==> src/rtl/core/kplc_pkg.sv <==
`default_nettype none

package kplc_pkg;

  // default build values
  localparam int PIN_DIGITS_DEF = 4;
  localparam logic [15:0] WAIT_TICKS_RST = 16'd60;

  // key codes
  localparam logic [3:0] KEY_LAST_DIGIT = 4'd9;
  localparam logic [3:0] KEY_HASH       = 4'd10;
  localparam logic [3:0] KEY_STAR       = 4'd11;

  // item kinds
  localparam logic ACT_KEY  = 1'b0;
  localparam logic ACT_TICK = 1'b1;

  typedef enum logic [1:0] {
    MODE_LOCKED   = 2'd0,
    MODE_UNLOCKED = 2'd1,
    MODE_OLD      = 2'd2,
    MODE_NEW      = 2'd3
  } mode_t;

  typedef enum logic [3:0] {
    MSG_NONE      = 4'd0,
    MSG_ENTER     = 4'd1,
    MSG_LOCKED    = 4'd2,
    MSG_DENIED    = 4'd3,
    MSG_GRANTED   = 4'd4,
    MSG_UNLOCKED  = 4'd5,
    MSG_INCORRECT = 4'd6,
    MSG_CORRECT   = 4'd7,
    MSG_OLD_PIN   = 4'd8,
    MSG_NEW_PIN   = 4'd9,
    MSG_CHANGED   = 4'd10
  } msg_t;

  typedef struct packed {
    logic       action;
    logic [3:0] key;
  } in_item_t;

  typedef struct packed {
    msg_t        message;
    logic        echo_valid;
    logic [3:0]  echo_digit;
    logic        door_locked;
    mode_t       mode_now;
    logic        waiting;
    logic        pin_saved;
    logic [15:0] new_pin;
  } out_item_t;

  // lock control state shared between the step logic and the state registers
  typedef struct packed {
    mode_t       mode;
    logic        solenoid;
    logic        hold_active;
    logic [15:0] hold_counter;
  } ctrl_state_t;

endpackage

`default_nettype wire

==> src/rtl/core/kplc_step.sv <==
`default_nettype none

module kplc_step #(
  parameter int PIN_DIGITS = kplc_pkg::PIN_DIGITS_DEF,
  parameter int CW = (PIN_DIGITS > 1) ? $clog2(PIN_DIGITS) : 1
) (
  input  kplc_pkg::in_item_t                item,
  input  logic [15:0]                       wait_ticks,
  input  kplc_pkg::ctrl_state_t             cur,
  input  logic [CW-1:0]                     count_cur,
  input  logic [PIN_DIGITS-1:0][3:0]        digits_cur,
  input  logic [PIN_DIGITS-1:0][3:0]        stored_cur,
  output kplc_pkg::ctrl_state_t             nxt,
  output logic [CW-1:0]                     count_next,
  output logic [PIN_DIGITS-1:0][3:0]        digits_next,
  output logic [PIN_DIGITS-1:0][3:0]        stored_next,
  output kplc_pkg::out_item_t               result
);
  import kplc_pkg::*;

  localparam logic [CW-1:0] LAST_POS = CW'(PIN_DIGITS - 1);

  logic [15:0] tick_count;
  logic        same;
  msg_t        msg;
  logic        echo_valid;
  logic [3:0]  echo_digit;
  logic        saved;

  assign tick_count = cur.hold_counter + 16'd1;

  // pin match, the last digit comes straight from the key being pressed
  always_comb begin
    same = 1'b1;
    for (int i = 0; i < PIN_DIGITS; i++) begin
      if (i == PIN_DIGITS - 1) begin
        if (item.key != stored_cur[i]) same = 1'b0;
      end else begin
        if (digits_cur[i] != stored_cur[i]) same = 1'b0;
      end
    end
  end

  // next state and message for one item
  always_comb begin
    nxt         = cur;
    count_next  = count_cur;
    digits_next = digits_cur;
    stored_next = stored_cur;
    msg         = MSG_NONE;
    echo_valid  = 1'b0;
    echo_digit  = 4'd0;
    saved       = 1'b0;
    if (item.action == ACT_TICK) begin
      if (cur.hold_active) begin
        if (tick_count == wait_ticks) begin
          // hold over: show the mode prompt; unlocked releases the door
          nxt.hold_active  = 1'b0;
          nxt.hold_counter = 16'd0;
          count_next       = '0;
          unique case (cur.mode)
            MODE_LOCKED:   msg = MSG_ENTER;
            MODE_UNLOCKED: begin
              nxt.solenoid = 1'b0;
              msg          = MSG_UNLOCKED;
            end
            MODE_OLD:      msg = MSG_OLD_PIN;
            default:       msg = MSG_NEW_PIN;
          endcase
        end else begin
          nxt.hold_counter = tick_count;
        end
      end
    end else if (!cur.hold_active) begin
      if (item.key <= KEY_LAST_DIGIT && cur.mode != MODE_UNLOCKED) begin
        echo_valid = 1'b1;
        echo_digit = item.key;
        for (int i = 0; i < PIN_DIGITS; i++) begin
          if (count_cur == CW'(i)) digits_next[i] = item.key;
        end
        if (count_cur == LAST_POS) begin
          // full pin entered
          count_next      = '0;
          nxt.hold_active = 1'b1;
          unique case (cur.mode)
            MODE_NEW: begin
              stored_next = digits_next;
              saved       = 1'b1;
              msg         = MSG_CHANGED;
              nxt.mode    = cur.solenoid ? MODE_LOCKED : MODE_UNLOCKED;
            end
            MODE_OLD: begin
              if (same) begin
                msg      = MSG_CORRECT;
                nxt.mode = MODE_NEW;
              end else begin
                msg      = MSG_INCORRECT;
              end
            end
            default: begin
              if (same) begin
                msg      = MSG_GRANTED;
                nxt.mode = MODE_UNLOCKED;
              end else begin
                msg      = MSG_DENIED;
              end
            end
          endcase
        end else begin
          count_next = count_cur + CW'(1);
        end
      end else if (item.key == KEY_HASH) begin
        // enter or leave the pin change flow
        count_next = '0;
        if (cur.mode == MODE_LOCKED || cur.mode == MODE_UNLOCKED) begin
          nxt.mode = MODE_OLD;
          msg      = MSG_OLD_PIN;
        end else if (cur.solenoid) begin
          nxt.mode = MODE_LOCKED;
          msg      = MSG_ENTER;
        end else begin
          nxt.mode = MODE_UNLOCKED;
          msg      = MSG_UNLOCKED;
        end
      end else if (item.key == KEY_STAR && !cur.solenoid) begin
        // relock
        count_next      = '0;
        nxt.mode        = MODE_LOCKED;
        nxt.solenoid    = 1'b1;
        nxt.hold_active = 1'b1;
        msg             = MSG_LOCKED;
      end
    end
  end

  // result item, taken from the state after the item
  always_comb begin
    logic [15:0] pin;
    pin = 16'd0;
    for (int i = 0; i < PIN_DIGITS; i++) begin
      pin = {pin[11:0], stored_next[i]};
    end
    result.message     = msg;
    result.echo_valid  = echo_valid;
    result.echo_digit  = echo_digit;
    result.door_locked = nxt.solenoid;
    result.mode_now    = nxt.mode;
    result.waiting     = nxt.hold_active;
    result.pin_saved   = saved;
    result.new_pin     = pin;
  end

endmodule

`default_nettype wire

==> src/rtl/core/keypad_pin_lock_controller.sv <==
// Keypad PIN lock controller.
// Input channel (in_valid/in_ready/in_data) carries one keypad press or one
// timer tick per transfer; every input transfer yields exactly one result on
// the output channel (out_valid/out_ready/out_data), in order.
// Configuration channel (cfg_valid/cfg_ready/cfg_data) writes wait_ticks; it
// is always ready and should only be written while the block is idle.
// The result is registered in out_data, or in the skid register on a stall.
// Throughput: one item per cycle while in_ready is high; the state update is
// a single pass of compare and mode logic ahead of the result register.
// A two-entry output stage (result register plus skid register) lets one
// more item in while a result waits; with both full, in_ready drops until
// the receiver takes a result.
// Reset: locked mode, solenoid engaged, digit count zero, stored PIN 0000,
// no hold running, wait_ticks 60, output stage empty.
`default_nettype none

module keypad_pin_lock_controller #(
  parameter int PIN_DIGITS = kplc_pkg::PIN_DIGITS_DEF
) (
  input  logic                clk,
  input  logic                rst,
  input  logic                in_valid,
  output logic                in_ready,
  input  kplc_pkg::in_item_t  in_data,
  output logic                out_valid,
  input  logic                out_ready,
  output kplc_pkg::out_item_t out_data,
  input  logic                cfg_valid,
  output logic                cfg_ready,
  input  logic [15:0]         cfg_data
);
  import kplc_pkg::*;

  localparam int CW = (PIN_DIGITS > 1) ? $clog2(PIN_DIGITS) : 1;

  logic [15:0]                wait_ticks;
  ctrl_state_t                ctrl;
  ctrl_state_t                ctrl_next;
  logic [CW-1:0]              count;
  logic [CW-1:0]              count_next;
  logic [PIN_DIGITS-1:0][3:0] digits;
  logic [PIN_DIGITS-1:0][3:0] digits_next;
  logic [PIN_DIGITS-1:0][3:0] stored;
  logic [PIN_DIGITS-1:0][3:0] stored_next;
  out_item_t                  result;
  logic                       skid_valid;
  out_item_t                  skid_data;
  logic                       in_xfer;

  assign cfg_ready = 1'b1;
  assign in_ready  = !skid_valid;
  assign in_xfer   = in_valid && in_ready;

  kplc_step #(
    .PIN_DIGITS(PIN_DIGITS),
    .CW        (CW)
  ) u_step (
    .item       (in_data),
    .wait_ticks (wait_ticks),
    .cur        (ctrl),
    .count_cur  (count),
    .digits_cur (digits),
    .stored_cur (stored),
    .nxt        (ctrl_next),
    .count_next (count_next),
    .digits_next(digits_next),
    .stored_next(stored_next),
    .result     (result)
  );

  // configuration register
  always_ff @(posedge clk) begin
    if (rst) begin
      wait_ticks <= WAIT_TICKS_RST;
    end else if (cfg_valid && cfg_ready) begin
      wait_ticks <= cfg_data;
    end
  end

  // lock state, updated on each input transfer
  always_ff @(posedge clk) begin
    if (rst) begin
      ctrl.mode         <= MODE_LOCKED;
      ctrl.solenoid     <= 1'b1;
      ctrl.hold_active  <= 1'b0;
      ctrl.hold_counter <= 16'd0;
      count             <= '0;
      stored            <= '0;
    end else if (in_xfer) begin
      ctrl   <= ctrl_next;
      count  <= count_next;
      stored <= stored_next;
    end
  end

  // entered digits need no reset
  always_ff @(posedge clk) begin
    if (in_xfer) begin
      digits <= digits_next;
    end
  end

  // result register with skid stage
  always_ff @(posedge clk) begin
    if (rst) begin
      out_valid  <= 1'b0;
      skid_valid <= 1'b0;
    end else if (out_valid && !out_ready) begin
      if (in_xfer) begin
        skid_data  <= result;
        skid_valid <= 1'b1;
      end
    end else if (skid_valid) begin
      out_data   <= skid_data;
      out_valid  <= 1'b1;
      skid_valid <= 1'b0;
    end else if (in_xfer) begin
      out_data  <= result;
      out_valid <= 1'b1;
    end else begin
      out_valid <= 1'b0;
    end
  end

  // skid stage only fills behind a held result
  a_skid_behind_out: assert property (@(posedge clk) disable iff (rst)
    skid_valid |-> out_valid)
    else $error("skid register full with result register empty");

  // digit position stays inside the pin
  a_count_range: assert property (@(posedge clk) disable iff (rst)
    count <= CW'(PIN_DIGITS - 1))
    else $error("digit count beyond pin length");

  // tick counter only runs during a hold
  a_counter_idle: assert property (@(posedge clk) disable iff (rst)
    !ctrl.hold_active |-> ctrl.hold_counter == 16'd0)
    else $error("hold counter nonzero without a hold");

  // locked mode always has the solenoid engaged
  a_locked_engaged: assert property (@(posedge clk) disable iff (rst)
    ctrl.mode == MODE_LOCKED |-> ctrl.solenoid)
    else $error("locked mode with solenoid released");

  // unlocked mode with engaged solenoid only while the granted message holds
  a_grant_hold: assert property (@(posedge clk) disable iff (rst)
    (ctrl.mode == MODE_UNLOCKED && ctrl.solenoid) |-> ctrl.hold_active)
    else $error("door engaged in unlocked mode outside a hold");

endmodule

`default_nettype wire
==> config.mk <==
export PLATFORM = sky130hd
export DESIGN_NAME = keypad_pin_lock_controller
export DESIGN_NICKNAME = d
export VERILOG_FILES = /design/src/rtl/core/kplc_pkg.sv /design/src/rtl/core/kplc_step.sv /design/src/rtl/core/keypad_pin_lock_controller.sv
export SDC_FILE = /design/constraint.sdc
export NUM_CORES = 1
export LEC_CHECK = 0
export BUFFER_PORTS_ARGS = -buffer_cell sky130_fd_sc_hd__buf_2
export CELL_PAD_IN_SITES_DETAIL_PLACEMENT = 0
export CELL_PAD_IN_SITES_GLOBAL_PLACEMENT = 2
export CORE_UTILIZATION = 39
export DETAILED_ROUTE_END_ITERATION = 8
export GPL_ROUTABILITY_DRIVEN = 0
export PLACE_DENSITY_LB_ADDON = 0.1
export SLEW_MARGIN = 20
export SYNTH_ARGS = -nofsm -noshare
export SYNTH_HDL_FRONTEND = slang
export SYNTH_SLANG_ARGS = --single-unit
==> constraint.sdc <==
create_clock -name clk -period 4.85 [get_ports clk]
set_input_delay 0.2425 -clock clk [delete_from_list [all_inputs] [get_ports clk]]
set_output_delay 0.2425 -clock clk [all_outputs]
set_load 0.05 [all_outputs]
=== Yosys cells after proc, flatten, opt, wreduce, memory -nomap -nowiden ===
Index checks and enable logic that the tools add are counted.

* Register bits: 132
* Latch bits: 0
* Bits in writable memories: 0
* ROM bits: 0
* Input port bits: 26
* Output and inout bits: 33
* Logic and storage cells: 144
* Memories: 0

* Add/sub/neg operators: 2
* Multipliers: 0
* Div/mod/pow operators: 0
* Magnitude comparators: 1
* Equality and inequality tests: 17
* Shifts and indexed selects: 0
* Muxes and demuxes: 70
* Bitwise gates (word level): 4
* Reduce and logical (&&, ||, !) cells: 18

{| class="wikitable"
|+ Operators with widths
! cell !! number
|-
| $mux W16 || 6
|-
| $mux W4 || 17
|-
| $mux W30 || 2
|-
| $mux W2 || 19
|-
| $mux W1 || 20
|-
| $mux W18 || 1
|-
| $add A16 B1 Y16 const B || 1
|-
| $eq A16 B16 Y1 || 1
|-
| $ne A4 B4 Y1 || 4
|-
| $pmux W4 S3 || 1
|-
| $reduce_and A3 Y1 || 3
|-
| $eq A2 B2 Y1 const B || 4
|-
| $eq A4 B4 Y1 const B || 2
|-
| $pmux W4 S2 || 1
|-
| $mux W3 || 2
|-
| $ne A2 B1 Y1 const B || 3
|-
| $reduce_and A5 Y1 || 1
|-
| $eq A2 B1 Y1 const B || 2
|-
| $le A4 B4 Y1 const B || 1
|-
| $logic_and A1 B1 Y1 || 4
|-
| $logic_not A2 Y1 || 2
|-
| $not A1 Y1 || 4
|-
| $pmux W2 S2 || 1
|-
| $reduce_and A4 Y1 || 1
|-
| 7 further kinds || 9
|}

=== Longest topological paths before layout ===
* Word-level depth: 13
* Depth in mapped cells: 11
* Gate-level depth less buffers: 9

=== Hierarchy ===
Synthesis repeated with hierarchy kept, for this count alone.

* Cell total of the unflattened synthesis: 709
* Area total of the unflattened synthesis: 7445.9 um2

{| class="wikitable"
|+ Modules (own cells, without submodules)
! module !! times used !! cells each !! area each (um2) !! seq. area each (um2)
|-
| keypad_pin_lock_controller || 1 || 346 || 5048.6 || 3403.3
|-
| kplc_step || 1 || 363 || 2397.3 || 0.0
|}

=== Worst setup path after synthesis ===
OpenSTA, ideal clock, no wires.

* Path kind: flip-flop to flip-flop
* Start point: register skid_valid
* End point: register skid_data[0] (netlist name), enable pin
* Arrival time: 2967 ps
* Required time: 4396 ps
* Path slack: 1429 ps
* Stages on the path, launching flop included: 5
* Buffers on the path: 1
* Path through: dfxtp_1 inv_2 nand2_1 clkbuf_1 nor3_1

* Word-level cells in the longest chain between the ends: 3

{| class="wikitable"
|+ RTL lines
! what !! RTL line !! RTL
|-
| from (decl) || keypad_pin_lock_controller.sv:46 || <nowiki>logic skid_valid;</nowiki>
|-
| from (signal assigned) || keypad_pin_lock_controller.sv:107 || <nowiki>skid_valid <= 1'b0;</nowiki>
|-
| from (signal assigned) || keypad_pin_lock_controller.sv:111 || <nowiki>skid_valid <= 1'b1;</nowiki>
|-
| from (signal assigned) || keypad_pin_lock_controller.sv:116 || <nowiki>skid_valid <= 1'b0;</nowiki>
|-
| $logic_not A1 Y1 || keypad_pin_lock_controller.sv:51 || <nowiki>assign in_ready = !skid_valid;</nowiki>
|-
| $logic_and A1 B1 Y1 || keypad_pin_lock_controller.sv:52 || <nowiki>assign in_xfer = in_valid && in_ready;</nowiki>
|-
| $reduce_and A3 Y1 (no line) || - ||
|-
| to (signal assigned) || keypad_pin_lock_controller.sv:110 || <nowiki>skid_data <= result;</nowiki>
|-
| to (decl) || keypad_pin_lock_controller.sv:47 || <nowiki>out_item_t skid_data;</nowiki>
|}

No other way between the ends.
A chain may end at the register's enable or synchronous reset.

==> metrics.md <==
| Metric | Value |
|---|---|
| DR iter-0 viols | 256 |
| Leak pwr | 2.76 nW |
| Post-CTS setup buffers | 0 |
| P_int | approximately 2.1 mW |
| Grt ovf | 0 |
| Crit path capture type | flip-flop |
| Distinct cell type count after synthesis | 70 |
| IO Port Bufs | 57 |
| Final hold vios | 0 |
| Combinational fraction of design power | between 8 and 9% |
| Yosys reg bits | ~130 |
| Sw Share | between 20% and 30% |
| Most frequent cells in the layout | edfxtp_1 (76), nand2_1 (75), buf_2 (57), dfxtp_1 (56), mux2_2 (55) |
| First-pass GRT wire length | 24,800 um |
| Worst-Margin Slew | 0.839 ns |
| CTS Hold Bufs | 0 |
| Post-synth top flop | edfxtp_1 |
| Vias | 4,691 |
| Number of max-cap violations | 0 |
| Global routing usage on met3 | 3.82% |
| Core Region | 16,500 um2 |
| Fin crit share | 64.8% |
| Area share of fa/ha/maj cells after synthesis | 0.954% |
| Vias per Instance | 5.31 |
| Fin cells | 883 |
| Share of layout cells above drive strength 1 | 25.2% |
| # setup viols final | 0 |
| Largest net degree at the start of global routing | 56 |
| Post-placement cell count | 851 |
| Mux share of post-synthesis cell area | 12.2% |
| FMAX | 318 MHz |
| Die Ht | about 130 um |
| Reg clk slew, reported paths | approximately 0.06 ns |
| Min-delay worst type | input port to flip-flop |
| Met1 Track Usage GR | 26.5% |
| Compound-cell area share of the yosys netlist | 8.83% |
| Final clock skew | around 0.0061 ns |
| Final wirelength | 15,100 um |
| Syn Nets | 634 |
| Worst hold slack | 0.0399 ns |
| Synth warnings | 0 |
| Ant. Diodes | 0 |
| Post-synth EDFFs | 76 |
| TNS Setup | 0 ns |
| NetSw | between 0.6 and 0.7 mW |
| Power Dens Cells | ~360 nW/um2 |
| Initial antenna violation count | 0 |
| Nets | 681 |
| Number of global-route vias before repair | about 4.6k |
| Clk pwr share | 46.4% |
| Synth Area in XOR/XNOR | 4.81% |
| CTS tree | built |
| Num CTS Buffers | 17 |
| Post-Synth Simple-Gate Area | 18.0% |
| Cell area after synthesis | ~6600 um2 |
| Crit path time final | 3.14 ns |
| # H-tree levels | 4 |
| Sequential share of power | 45.4% |
| Worst Path Arrival | 3.44 ns |
| Critical path type | flip-flop to flip-flop |
| VDD IR max | approximately 0.00024 V |
| DP HPWL | 10,100 um |
| Grt peak-use layer | met2 |
| Die ar. | 17,300 um2 |
| RSZ-0062 raised after global routing | no |
| Die width | around 130 um |
| GRT Overall Usage | 18.5% |
| Row cnt | 47 |
| Resize count post-CTS | 0 |
| Async SR Flop Fraction | 0% |
| Worst slew margin | 43.6% |
| Worst-path maximum fanout | 11 |
| Run status | completed |
| Clock sink total | 132 |
| Max-slew violation count | 0 |
| Clk Latency, worst-skew pair | 0.43 ns |
| Max Root-Sink Buffers | 2 |
| Syn_area_per_cell | 10.9 um2 |
| Leading cell type in the layout, fill and taps excluded | edfxtp_1 |
| Root Driver | clkbuf_16 |
| Core Util, Final | between 40% and 50% |
| CP required | 5.15 ns |
| Starting Density | 39.7% |
| DRT Pass-1 Iters | 5 |
| Layout Area Growth over Synthesis | 15.7% |
| Synthesized instance count | between 600 and 700 |
| IO Count | 59 |
| Startpoint Class | flip-flop |
| Seq/Total Area, Yosys | between 50% and 60% |
| Met2 usage | a little over a quarter |
| Routed WL per cell | 17.1 um |
| DR DRC count | 0 |
| Largest family of logic cells by synthesized area | simple AND/OR/NAND/NOR gates |
| Post-DRT Antenna Nets | 0 |
worst max-delay path, cell delays in order (launching register included):
cell and delay, ns:
dfxtp_1 0.48, nand3_1 0.47, nor4_1 0.65, xnor2_1 0.24
nor4b_4 0.34, nand4_4 0.25, o31ai_2 0.40, mux2_1 0.18
final timing paths:
check,from,endpoint,slack (ns),cells past startpoint
worst max-delay path,ctrl[4]$_SDFFE_PP0P_,out_data[26]$_DFFE_PP_,1.71,7
worst min-delay path,cfg_data[2],wait_ticks[2]$_SDFFE_PP1P_,0.04,3
worst max register to register,ctrl[4]$_SDFFE_PP0P_,out_data[26]$_DFFE_PP_,1.71,7
worst min register to register,stored[8]$_SDFFE_PP0P_,stored[8]$_SDFFE_PP0P_,0.48,2
power by group through the flow:
stage	sequential, mW	combinational (mW)	clock, mW
after floorplan	1.29	0.132	0
after global placement	1.26	0.224	0
after detailed placement	1.27	0.225	0
after CTS	1.24	0.226	1.29
after global routing	1.25	0.244	1.34
final	1.24	0.223	1.27
cells by family after synthesis:
group	count (synthesis)
adder cells (fa/ha/maj)	5
other	1
multiplexers	73
AO/OA/AOI/OAI	93
AND/OR/NAND/NOR	215
flip-flops	132
buffers and inverters	48
XOR/XNOR	36
synthesized netlist by cell type (all sizes together), types with 2 or more instances:
cell	count	area share, %
a21boi	2	0.23
a21oi	32	2.4
a31oi	6	0.57
and2	9	0.86
and3	4	0.38
and4	3	0.40
buf	16	1.4
clkbuf	20	1.2
clkinv	2	0.11
dfxtp	56	17
edfxtp	76	35
ha	5	0.95
inv	10	0.57
mux2	56	9.6
mux2i	17	2.6
nand2	75	4.3
nand2b	3	0.29
nand3	16	1.4
nand3b	2	0.23
nand4	11	1.6
nand4b	4	0.53
nor2	36	2.1
nor2b	6	0.57
nor3	19	1.5
nor3b	5	0.65
nor4	9	1.3
nor4b	4	0.86
o211ai	2	0.23
o21a	4	0.46
o21ai	18	1.4
o22ai	10	0.95
o31ai	5	0.72
or2	4	0.38
or3	3	0.29
xnor2	31	4.1
xor2	5	0.67
layout make-up:
type | instances | area [um2]
Clock buffer | 20 | 447
Clock inverter | 12 | 130
Fill cell | 1554 | 8940
Inverter | 12 | 45.0
Multi-Input combinational cell | 423 | 2950
Sequential cell | 132 | 3400
Tap cell | 220 | 275
Timing Repair Buffer | 64 | 338
flip-flops by register name (all words and copies together), names as in the netlist:
name,flops
count,2
out_data,30
out_valid,1
ctrl,20
stored,16
digits,16
skid_data,30
wait_ticks,16
skid_valid,1
stage by stage:
step | instance area (um2) | power [mW] | worst slack [ns]
final | 7590 | 2.73 | 1.71
after global routing | 7590 | 2.83 | 1.40
after CTS | 7590 | 2.75 | 1.72
after detailed placement | 7010 | 1.49 | 1.76
after global placement | 7010 | 1.49 | 1.81
after floorplan | 6560 | 1.43 | 1.43
routing by layer:
metal	routed length [um]	part of all wire [%]
met3	490	3.2
met5	0	0
met4	236	1.6
met1	7840	52
met2	6540	43
Power figures use the tool's default switching activity.
